--- src/rtl/core/sbdft_pkg.sv ---
package sbdft_pkg;

  // Configuration register indexes
  typedef enum logic [0:0] {
    CFG_WINDOW_SIZE = 1'b0,
    CFG_BIN         = 1'b1
  } cfg_reg_t;

  // Window size codes
  localparam logic [1:0] WIN_8  = 2'd0;
  localparam logic [1:0] WIN_16 = 2'd1;
  localparam logic [1:0] WIN_32 = 2'd2;

  // Bin codes
  localparam logic [1:0] BIN_0 = 2'd0;
  localparam logic [1:0] BIN_1 = 2'd1;
  localparam logic [1:0] BIN_2 = 2'd2;

  localparam logic [1:0] WIN_RESET = WIN_32;
  localparam logic [1:0] BIN_RESET = BIN_1;

  // Coefficient table
  localparam int         TABLE_SIZE = 32;
  localparam logic [4:0] TABLE_MASK = 5'(TABLE_SIZE - 1);
  localparam logic [4:0] SIN_OFFSET = 5'd24;

  // Coefficients are Q15 with one extra bit so that bin 0 can weight by 1.0
  localparam int                 COEF_W   = 17;
  localparam logic signed [16:0] COEF_ONE = 17'sd32768;

  // Sums are Q15; the result shift is 15 + log2(8) + window code
  localparam int SHIFT_BASE = 18;

  function automatic logic signed [15:0] cos_q15(input logic [4:0] idx);
    logic signed [15:0] c;
    case (idx)
      5'd0:    c = 16'sd32767;
      5'd1:    c = 16'sd32138;
      5'd2:    c = 16'sd30274;
      5'd3:    c = 16'sd27245;
      5'd4:    c = 16'sd23170;
      5'd5:    c = 16'sd18205;
      5'd6:    c = 16'sd12540;
      5'd7:    c = 16'sd6393;
      5'd8:    c = 16'sd0;
      5'd9:    c = -16'sd6393;
      5'd10:   c = -16'sd12540;
      5'd11:   c = -16'sd18205;
      5'd12:   c = -16'sd23170;
      5'd13:   c = -16'sd27245;
      5'd14:   c = -16'sd30274;
      5'd15:   c = -16'sd32138;
      5'd16:   c = -16'sd32767;
      5'd17:   c = -16'sd32138;
      5'd18:   c = -16'sd30274;
      5'd19:   c = -16'sd27245;
      5'd20:   c = -16'sd23170;
      5'd21:   c = -16'sd18205;
      5'd22:   c = -16'sd12540;
      5'd23:   c = -16'sd6393;
      5'd24:   c = 16'sd0;
      5'd25:   c = 16'sd6393;
      5'd26:   c = 16'sd12540;
      5'd27:   c = 16'sd18205;
      5'd28:   c = 16'sd23170;
      5'd29:   c = 16'sd27245;
      5'd30:   c = 16'sd30274;
      5'd31:   c = 16'sd32138;
      default: c = 16'sd0;
    endcase
    return c;
  endfunction

endpackage

--- src/rtl/core/single_bin_dft_accumulator_top.sv ---
// Single-bin DFT accumulator.
// Input channel (in_valid/in_ready/in_sample) carries one signed sample per
// transfer. Over a window of 8, 16 or 32 samples (cfg register 0) the block
// correlates the samples against cosine and minus sine of bin 0, 1 or 2
// (cfg register 1) and, after the last sample of the window, emits one
// result transfer on out_valid/out_ready with the real and imaginary sums
// divided by the window length (floor) and saturated to SAMPLE_BITS.
// Other samples produce no result.
// Throughput: one sample per cycle, sustained while no window-ending sample
// waits on a held result, set by the single multiply-accumulate stage.
// Result path: a window's last sample transfers into the input register,
// then the MAC result moves from there into the result register.
// Stall: the result register holds until out_ready; samples that do not end
// a window keep flowing meanwhile, a window-ending sample waits in the input
// register and in_ready drops behind it.
// Reset (rst_n low, synchronous): clears the sums, the sample index and both
// handshakes; window size returns to 32 and the bin to 1.
// Configuration writes (cfg_we, cfg_index, cfg_wdata) take effect at once
// and are meant to be issued while the block is idle.
module single_bin_dft_accumulator_top #(
  parameter int SAMPLE_BITS = 16
) (
  input  logic                          clk,
  input  logic                          rst_n,
  input  logic                          cfg_we,
  input  logic [0:0]                    cfg_index,
  input  logic [1:0]                    cfg_wdata,
  input  logic                          in_valid,
  output logic                          in_ready,
  input  logic signed [SAMPLE_BITS-1:0] in_sample,
  output logic                          out_valid,
  input  logic                          out_ready,
  output logic signed [SAMPLE_BITS-1:0] out_real_part,
  output logic signed [SAMPLE_BITS-1:0] out_imag_part
);

  localparam int COEF_W = sbdft_pkg::COEF_W;
  localparam int PROD_W = SAMPLE_BITS + COEF_W;
  // 32 products of at most 2^(SAMPLE_BITS-1) * 2^15 plus a sign bit
  localparam int SUM_W  = SAMPLE_BITS + 21;

  localparam logic signed [SUM_W-1:0] SAT_MAX =
    {{(SUM_W - SAMPLE_BITS + 1){1'b0}}, {(SAMPLE_BITS - 1){1'b1}}};
  localparam logic signed [SUM_W-1:0] SAT_MIN = ~SAT_MAX;

  // Configuration registers
  logic [1:0] window_sel_r;
  logic [1:0] bin_sel_r;

  always_ff @(posedge clk) begin
    if (!rst_n) begin
      window_sel_r <= sbdft_pkg::WIN_RESET;
      bin_sel_r    <= sbdft_pkg::BIN_RESET;
    end else if (cfg_we) begin
      case (cfg_index)
        sbdft_pkg::CFG_WINDOW_SIZE: window_sel_r <= cfg_wdata;
        sbdft_pkg::CFG_BIN:         bin_sel_r    <= cfg_wdata;
        default: ;
      endcase
    end
  end

  // ---------------------------------------------------------------------
  // Front end: window position, coefficient lookup, input register
  // ---------------------------------------------------------------------
  logic [1:0] win_eff;
  logic [1:0] bin_eff;
  logic [4:0] last_idx;
  logic       last_in;
  logic [1:0] tbl_shift;
  logic [4:0] tbl_idx;
  logic [4:0] sin_idx;
  logic signed [COEF_W-1:0] coef_re_nxt;
  logic signed [COEF_W-1:0] coef_im_nxt;
  logic       in_xfer;

  logic [4:0] sample_index_r;

  logic                          s1_v_r;
  logic                          s1_last_r;
  logic [1:0]                    s1_win_r;
  logic signed [SAMPLE_BITS-1:0] s1_sample_r;
  logic signed [COEF_W-1:0]      s1_coef_re_r;
  logic signed [COEF_W-1:0]      s1_coef_im_r;
  logic                          s1_adv;

  // Select code 3 behaves as code 2 for both registers
  assign win_eff = (window_sel_r > sbdft_pkg::WIN_32) ? sbdft_pkg::WIN_32 : window_sel_r;
  assign bin_eff = (bin_sel_r > sbdft_pkg::BIN_2) ? sbdft_pkg::BIN_2 : bin_sel_r;

  always_comb begin
    case (win_eff)
      sbdft_pkg::WIN_8:  last_idx = 5'd7;
      sbdft_pkg::WIN_16: last_idx = 5'd15;
      default:           last_idx = 5'd31;
    endcase
  end

  // A shrunk window ends on the first sample at or past its last position
  assign last_in = (sample_index_r >= last_idx);

  // Table step is bin * 32/N, always a power of two: shift the index
  assign tbl_shift = 2'(2'd2 - win_eff) + 2'(bin_eff == sbdft_pkg::BIN_2);
  assign tbl_idx   = 5'(sample_index_r << tbl_shift) & sbdft_pkg::TABLE_MASK;
  assign sin_idx   = tbl_idx + sbdft_pkg::SIN_OFFSET;

  always_comb begin
    if (bin_eff == sbdft_pkg::BIN_0) begin
      // Mean: weight by exactly 1.0, no imaginary contribution
      coef_re_nxt = sbdft_pkg::COEF_ONE;
      coef_im_nxt = '0;
    end else begin
      coef_re_nxt = COEF_W'(sbdft_pkg::cos_q15(tbl_idx));
      coef_im_nxt = -COEF_W'(sbdft_pkg::cos_q15(sin_idx));
    end
  end

  // Only a window-ending sample needs the result register free
  assign s1_adv   = !s1_last_r || !out_valid || out_ready;
  assign in_ready = !s1_v_r || s1_adv;
  assign in_xfer  = in_valid && in_ready;

  always_ff @(posedge clk) begin
    if (!rst_n) begin
      sample_index_r <= '0;
      s1_v_r         <= 1'b0;
    end else begin
      if (in_xfer) begin
        sample_index_r <= last_in ? 5'd0 : sample_index_r + 5'd1;
      end
      if (in_ready) begin
        s1_v_r <= in_valid;
      end
    end
  end

  always_ff @(posedge clk) begin
    if (in_xfer) begin
      s1_last_r    <= last_in;
      s1_win_r     <= win_eff;
      s1_sample_r  <= in_sample;
      s1_coef_re_r <= coef_re_nxt;
      s1_coef_im_r <= coef_im_nxt;
    end
  end

  // ---------------------------------------------------------------------
  // Multiply-accumulate and result register
  // ---------------------------------------------------------------------
  logic signed [PROD_W-1:0] prod_re;
  logic signed [PROD_W-1:0] prod_im;
  logic signed [SUM_W-1:0]  sum_re;
  logic signed [SUM_W-1:0]  sum_im;
  logic signed [SUM_W-1:0]  avg_re;
  logic signed [SUM_W-1:0]  avg_im;
  logic [4:0]               avg_shift;
  logic                     s1_fire;
  logic                     s1_emit;

  logic signed [SUM_W-1:0]       real_sum_r;
  logic signed [SUM_W-1:0]       imag_sum_r;
  logic                          out_valid_r;
  logic signed [SAMPLE_BITS-1:0] out_real_r;
  logic signed [SAMPLE_BITS-1:0] out_imag_r;

  function automatic logic signed [SAMPLE_BITS-1:0] sat_out(
    input logic signed [SUM_W-1:0] v
  );
    logic signed [SUM_W-1:0] c;
    if (v > SAT_MAX) begin
      c = SAT_MAX;
    end else if (v < SAT_MIN) begin
      c = SAT_MIN;
    end else begin
      c = v;
    end
    return c[SAMPLE_BITS-1:0];
  endfunction

  assign prod_re = s1_sample_r * s1_coef_re_r;
  assign prod_im = s1_sample_r * s1_coef_im_r;
  assign sum_re  = real_sum_r + SUM_W'(prod_re);
  assign sum_im  = imag_sum_r + SUM_W'(prod_im);

  // Divide by N, rounding toward minus infinity
  assign avg_shift = 5'(sbdft_pkg::SHIFT_BASE) + 5'(s1_win_r);
  assign avg_re    = sum_re >>> avg_shift;
  assign avg_im    = sum_im >>> avg_shift;

  assign s1_fire = s1_v_r && s1_adv;
  assign s1_emit = s1_fire && s1_last_r;

  always_ff @(posedge clk) begin
    if (!rst_n) begin
      real_sum_r  <= '0;
      imag_sum_r  <= '0;
      out_valid_r <= 1'b0;
    end else begin
      if (s1_fire) begin
        // Clear at the window end so the next window starts from zero
        real_sum_r <= s1_last_r ? '0 : sum_re;
        imag_sum_r <= s1_last_r ? '0 : sum_im;
      end
      if (s1_emit) begin
        out_valid_r <= 1'b1;
      end else if (out_ready) begin
        out_valid_r <= 1'b0;
      end
    end
  end

  always_ff @(posedge clk) begin
    if (s1_emit) begin
      out_real_r <= sat_out(avg_re);
      out_imag_r <= sat_out(avg_im);
    end
  end

  assign out_valid     = out_valid_r;
  assign out_real_part = out_real_r;
  assign out_imag_part = out_imag_r;

`ifndef SYNTHESIS
  // A window-ending sample never overwrites a result still waiting
  a_no_result_overwrite: assert property (@(posedge clk) disable iff (!rst_n)
    s1_emit |-> (!out_valid_r || out_ready))
    else $error("window result overwrote a pending result");

  // Sums start from zero after every window end
  a_sums_cleared: assert property (@(posedge clk) disable iff (!rst_n)
    s1_emit |=> (real_sum_r == '0 && imag_sum_r == '0))
    else $error("sums not cleared after window end");

  // Window position wraps to zero after a window-ending sample transfers
  a_index_wrap: assert property (@(posedge clk) disable iff (!rst_n)
    (in_xfer && last_in) |=> (sample_index_r == 5'd0))
    else $error("sample index did not wrap at window end");

  // A new result appears only right after a window-ending sample
  a_result_source: assert property (@(posedge clk) disable iff (!rst_n)
    (out_valid_r && !$past(out_valid_r && !out_ready)) |-> $past(s1_emit))
    else $error("result appeared without a window end");
`endif

endmodule
--- config.mk ---
export PLATFORM = sky130hd
export DESIGN_NAME = single_bin_dft_accumulator_top
export DESIGN_NICKNAME = d
export VERILOG_FILES = /design/src/rtl/core/sbdft_pkg.sv /design/src/rtl/core/single_bin_dft_accumulator_top.sv
export SDC_FILE = /design/constraint.sdc
export NUM_CORES = 2
export LEC_CHECK = 0
export ABC_AREA = 1
export BUFFER_PORTS_ARGS = -buffer_cell sky130_fd_sc_hd__buf_4
export CORE_MARGIN = 1.5
export CORE_UTILIZATION = 40
export CTS_CLUSTER_DIAMETER = 30
export DETAILED_ROUTE_END_ITERATION = 16
export PLACE_DENSITY_LB_ADDON = 0.2
export SYNTH_ARGS = -nofsm -noshare
export SYNTH_HDL_FRONTEND = slang
export SYNTH_SLANG_ARGS = --single-unit
--- constraint.sdc ---
create_clock -name clk -period 7.2 [get_ports clk]
set_clock_uncertainty 0.05 [all_clocks]
set_input_delay 0.72 -clock clk [delete_from_list [all_inputs] [get_ports clk]]
set_output_delay 0.72 -clock clk [all_outputs]
set_load 0.02 [all_outputs]
# After elaboration in Yosys (flattened, before gate mapping)
# Memory sizes are Yosys's and may differ from the RTL's.
# Cells that the tools add are included.
[classes] reduce_logical=14 mul=2 n_lt_le_gt_ge=7 bitwise=1 n_div=0 add_sub_neg=8 n_eq_ne=2 mux=11 n_shift=3
[op_table] operator="37-bit by 33-bit adder with 37-bit output" n=2
[op_table] operator="37-bit by 16-bit > comparator with 1-bit output, second input constant" n=2
[op_table] operator="37-bit by 16-bit < comparator with 1-bit output, second input constant" n=2
[op_table] operator="37-bit 2-to-1 mux" n=2
[op_table] operator="37-bit by 5-bit >>> shifter with 37-bit output" n=2
[op_table] operator="16-bit by 17-bit multiplier with 33-bit output" n=2
[op_table] operator="16-bit 2-to-1 mux" n=3
[op_table] operator="16-bit negator with 17-bit output" n=1
[op_table] operator="5-bit one-hot mux with 2 select lines" n=1
[op_table] operator="5-bit by 1-bit adder with 5-bit output, second input constant" n=1
[op_table] operator="5-bit by 2-bit adder with 5-bit output, first input constant" n=1
[op_table] operator="5-bit adder, second input constant" n=1
[op_table] operator="5-bit >= comparator" n=1
[op_table] operator="5-bit 2-to-1 mux" n=1
[op_table] operator="5-bit by 2-bit << shifter with 5-bit output" n=1
[op_table] operator="2-bit > comparator, second input constant" n=2
[op_table] operator="2-bit logical NOT" n=2
[op_table] operator="2-bit 2-to-1 mux" n=2
[op_table] operator="2-bit AND reduction" n=2
[op_table] operator="1-bit logical AND" n=3
[op_table] operator="1-bit logical NOT" n=3
[op_table] operator="1-bit logical OR" n=3
[op_table] operator="2-bit by 1-bit adder with 2-bit output" n=1
[op_table] operator="2-bit by 1-bit == test with 1-bit output, second input constant" n=1
[op_table] operator="5 further kinds" n=6
[totals] latch_bits=0 input_bits=24 romBits=1024 mem_bits_rw=0 n_memories=2 output_inout_bits=34 reg_bits=170
[mem_list] memory="(no name shown)" depth=32 width=16 rd=1 rd_clocked_by_memory_dff=0 write_ports=0 line="sbdft_pkg.sv:36" source="case (idx)"
[mem_list] memory="(no name shown)" depth=32 width=16 rd=1 rd_clocked_by_memory_dff=0 write_ports=0 line="sbdft_pkg.sv:36"

# Longest topological paths before layout
# An unclocked memory read counts as a cell.
[logic_depth] word_depth=9 ltp_mapped=35

# Worst setup path before layout
# OpenSTA, ideal clock, no wires.
[synth_timing] path_type="register to register" start="register s1_sample_r[6]" end="register out_imag_r[10], in the netlist out_imag_part[10], data pin" setup_ns=0.256 t_required_ns=6.894 path_buffers=3 arrival_time_ns=6.238 slack_ns=0.656 path_stages_with_launch=26 synth_period_minus_slack_ns=6.544 path_cell_list="edfxtp_1 -> clkbuf_1 -> clkbuf_1 -> nand2_1 -> fa_1 -> inv_1 -> fa_1 -> fa_1 -> fa_1 -> inv_1 -> fa_1 -> inv_1 -> fa_1 -> ha_1 -> inv_1 -> nor3_1 -> nand2_1 -> nor2_1 -> nand3_1 -> nand3_1 -> nand2_1 -> nand3_1 -> nand3_1 -> o21bai_1 -> buf_2 -> nand2_1"
[synth_via] elab_chain_len=5
[synth_rtl] item="start, declared" line="single_bin_dft_accumulator_top.sv:82" source="logic signed [SAMPLE_BITS-1:0] s1_sample_r;"
[synth_rtl] item="start signal, assigned" line="single_bin_dft_accumulator_top.sv:141" source="s1_sample_r <= in_sample;"
[synth_rtl] item="16-bit by 17-bit multiplier with 33-bit output (*)" line="single_bin_dft_accumulator_top.sv:181" source="assign prod_im = s1_sample_r * s1_coef_im_r;"
[synth_rtl] item="37-bit by 33-bit adder with 37-bit output (*)" line="single_bin_dft_accumulator_top.sv:183" source="assign sum_im = imag_sum_r + SUM_W'(prod_im);"
[synth_rtl] item="37-bit by 5-bit >>> shifter with 37-bit output (*)" line="single_bin_dft_accumulator_top.sv:188" source="assign avg_im = sum_im >>> avg_shift;"
[synth_rtl] item="37-bit by 16-bit < comparator with 1-bit output" line="single_bin_dft_accumulator_top.sv:172" source="end else if (v < SAT_MIN) begin"
[synth_rtl] item="16-bit 2-to-1 mux" line="single_bin_dft_accumulator_top.sv:172"
[synth_rtl] item="end signal, assigned" line="single_bin_dft_accumulator_top.sv:215" source="out_imag_r <= sat_out(avg_im);"
[synth_rtl] item="end, declared" line="single_bin_dft_accumulator_top.sv:164" source="logic signed [SAMPLE_BITS-1:0] out_imag_r;"
# Mark *: on every way between the ends. The rest lies on a longest branch, timed or not.
# A chain may end at the register's enable or synchronous reset.

# Worst setup path after layout
[layout_timing] start="register s1_sample_r[8]" end="register out_real_r[1], in the netlist out_real_part[1], data pin"
[layout_via] elab_chain_len=5
[layout_rtl] item="16-bit by 17-bit multiplier with 33-bit output (*)" line="single_bin_dft_accumulator_top.sv:180" source="assign prod_re = s1_sample_r * s1_coef_re_r;"
[layout_rtl] item="37-bit by 33-bit adder with 37-bit output (*)" line="single_bin_dft_accumulator_top.sv:182" source="assign sum_re = real_sum_r + SUM_W'(prod_re);"
[layout_rtl] item="37-bit by 5-bit >>> shifter with 37-bit output (*)" line="single_bin_dft_accumulator_top.sv:187" source="assign avg_re = sum_re >>> avg_shift;"
[layout_rtl] item="37-bit by 16-bit < comparator with 1-bit output" line="single_bin_dft_accumulator_top.sv:172"
[layout_rtl] item="16-bit 2-to-1 mux" line="single_bin_dft_accumulator_top.sv:172"
[layout_rtl] item="end signal, assigned" line="single_bin_dft_accumulator_top.sv:214" source="out_real_r <= sat_out(avg_re);"
[layout_rtl] item="end, declared" line="single_bin_dft_accumulator_top.sv:163" source="logic signed [SAMPLE_BITS-1:0] out_real_r;"
# Marks and branches as above.

==> reports/qor.yml <==
sta:
  final.setup.worst_slack_ns: 0.424
  drv_slew: 0
  max_freq_mhz: 148
  setup-violations-final: 0
  period_needed_ns: 6.78
  finalHoldViolations: 0
  fin_crit_sh_pct: 94.1
  slew_headroom_pct: 26.6
  worstMarginPinSlew_ns: 1.10
clock_network:
  clock_sinks: 170
  numCtsBuffers: 17
  tritoncts: "yes"
  clk_latency_ns: 0.51
  cts_root_buf: "clkbuf_16"
  htreeDepth: 4
  clkTransAtPathRegs_ns: 0.08
  cts_buffer_depth: 2
route:
  drc: 0
  drt_iter0_drc: 1795
  first_pass_iters: 6
  via_per_inst: 4.82
  wl_mm: 98.2
  vias: 27500
  wire_per_inst_um: 17.2
  ant_nets: 0
synthesis:
  ys_ff_latch: 170
  synthTopCellsByCount: "nand2_1, inv_1, fa_1, nand3_1, ha_1"
  async_flop_share_pct: 0
  synth_most_common_cell: "nand2_1"
  yosys-top-cells-area: "fa_1, nand2_1, inv_1, ha_1, edfxtp_1"
  syn_nets: 5477
  yosysWarnings: 0
  yosysTopAreaCell: "fa_1"
  synth_cells: 4567
  syn_avg_cell_area_um2: 7.60
  synth_edf_count: 85
  ys.flop_type: "edfxtp_1"
  synth.distinct_cells: 48
  synth_top_area_share_pct: 38.0
  syn-cell-area_um2: 34700
  ys_seq_area_share_pct: 12.3
floorplanning:
  initial_utilization_pct: 40.6
  die_height_um: 298
  rows: 107
  die_width_um: 298
  core_area_um2: 85500
  pin_count: 58
  die-area_um2: 88500
placement:
  place_hpwl_mm: 80.2
  postPlaceCellArea_um2: 36500
  pre_cts_slack_ns: 0.233
  dp_cells: 5657
  place_congestion: 0.944
  io_buffers: 57
final_layout:
  fin_util_pct: 43.4
  syn2layout_area_growth_pct: 7.10
  diodes: 0
  fillerInstances: 8744
  final_area_um2: 37200
  drive_gt1_share_pct: 5.10
  stdcell_count: 5694
  fin_nets: 5447
setup_path:
  timing.rr.start: "s1_sample_r[8]"
  crit_top_cell: "nand2_1"
  path_max_fanout: 27
  start_kind: "register"
  critical_path_arrival_ns: 6.98
  cp-startpoint: "s1_sample_r[8]"
  path_class: "register to register"
  critical-path-slowest-cell: "fa_1"
  critPathMaxStageDelay_ns: 0.72
  cp.required_ns: 7.41
  setup.worst_path.end_class: "register"
  r2r_slack_ns: 0.42
global_routing:
  antenna_found_initial: 1
  gr-total-overflow: 0
  grt_pass1_wl_mm: 162
  grt_max_degree: 61
  grt_usage_pct: 23.4
  grt_pass1_vias: 29300
flow_run:
  cap_viol_max_count: 0
min_path:
  hp-start: "in_sample[15]"
  hold_path.class: "input pin to register"
status:
  status: "complete, no violations"
through the flow:
| step | hold WS [ns] | setup TNS (ns) |
|---|---|---|
| 2_1_floorplan | 0.395 | 0 |
| 3_3_place_gp | 0.410 | 0 |
| 6_report | 0.328 | 0 |
| 4_1_cts | 0.299 | 0 |
| 5_1_grt | 0.302 | -0.105 |
| 3_5_place_dp | 0.407 | 0 |
cells in the final DEF (no fill, tap or decap), types with 6 or more instances in the layout:
master     instances
xor2_1            18
xnor2_1           10
a21boi_0          14
nor2_1           162
inv_1           1182
nor3_1            15
ha_1             228
inv_2             11
nand3_1          229
nand2_1         1355
nor2_4             6
or2_2             16
clkbuf_16         17
o21ai_0           47
o211ai_1           8
a21oi_1          159
nand3b_1           7
buf_12            10
nand2_2           10
dfxtp_1           85
fa_1             656
o21bai_1          10
buf_4            124
edfxtp_1          85
nand4_1           11
area by class of cell:
cell class	count	area [µm²]	area share (%)
multi-input cells	3017	25300	68.0
well taps	1144	1430	3.85
clock buffers	20	457	1.23
flip-flops and latches	170	4250	11.4
repair buffers	137	1160	3.13
inverters	1194	4480	12.1
clock inverters	12	114	0.306
metal layers:
layer / track usage [%] / vias up / part of all wire, %
met2: 39.4 / 608 / 48
met5: 0 / - / 0.013
met3: 3.13 / 116 / 4.5
met4: 6.46 / 2 / 2.4
li1: - / 13200 / -
met1: 31.5 / 13500 / 45
timing repair:
action | in CTS | in global routing
endpoints found under the setup margin | 0 | 30
setup buffers | 0 | 5
resized for setup | 0 | 9
hold buffers | 0 | 0
cell families after synthesis:
| kind of cell | after synthesis | synth area share, % |
|---|---|---|
| AO/OA/AOI/OAI | 266 | 4.35 |
| buffers and inverters | 1380 | 15.0 |
| XOR/XNOR | 29 | 0.754 |
| flip-flops | 170 | 12.3 |
| AND/OR/NAND/NOR | 1836 | 21.4 |
| adder cells (fa/ha/maj) | 886 | 46.2 |
state kept, by name (all words and copies together), names as in the netlist, 5 cells and up:
signal and count:
real_sum_r 37, s1_coef_re_r 17, imag_sum_r 37, s1_sample_r 16
out_real_part 16, out_imag_part 16, s1_coef_im_r 17, sample_index_r 5
worst max-delay path, delay by kind of cell (launching register included):
family	cells	cell delay, ns
adders and majority gates	7	3.62
and+or+nand+nor	12	1.28
buffers and inverters	5	0.80
DFF	1	0.52
AOI/OAI and AO/OA	1	0.23
final timing paths:
kind / cells past startpoint / end
setup / recovery: 25 / out_real_part[1]
hold / removal: 1 / s1_sample_r[15]
setup reg to reg: 25 / out_real_part[1]
hold reg to reg: 2 / imag_sum_r[15]
Power is not shown: default switching activity piles up to over one toggle a cycle in this logic, so the estimate is an artifact.
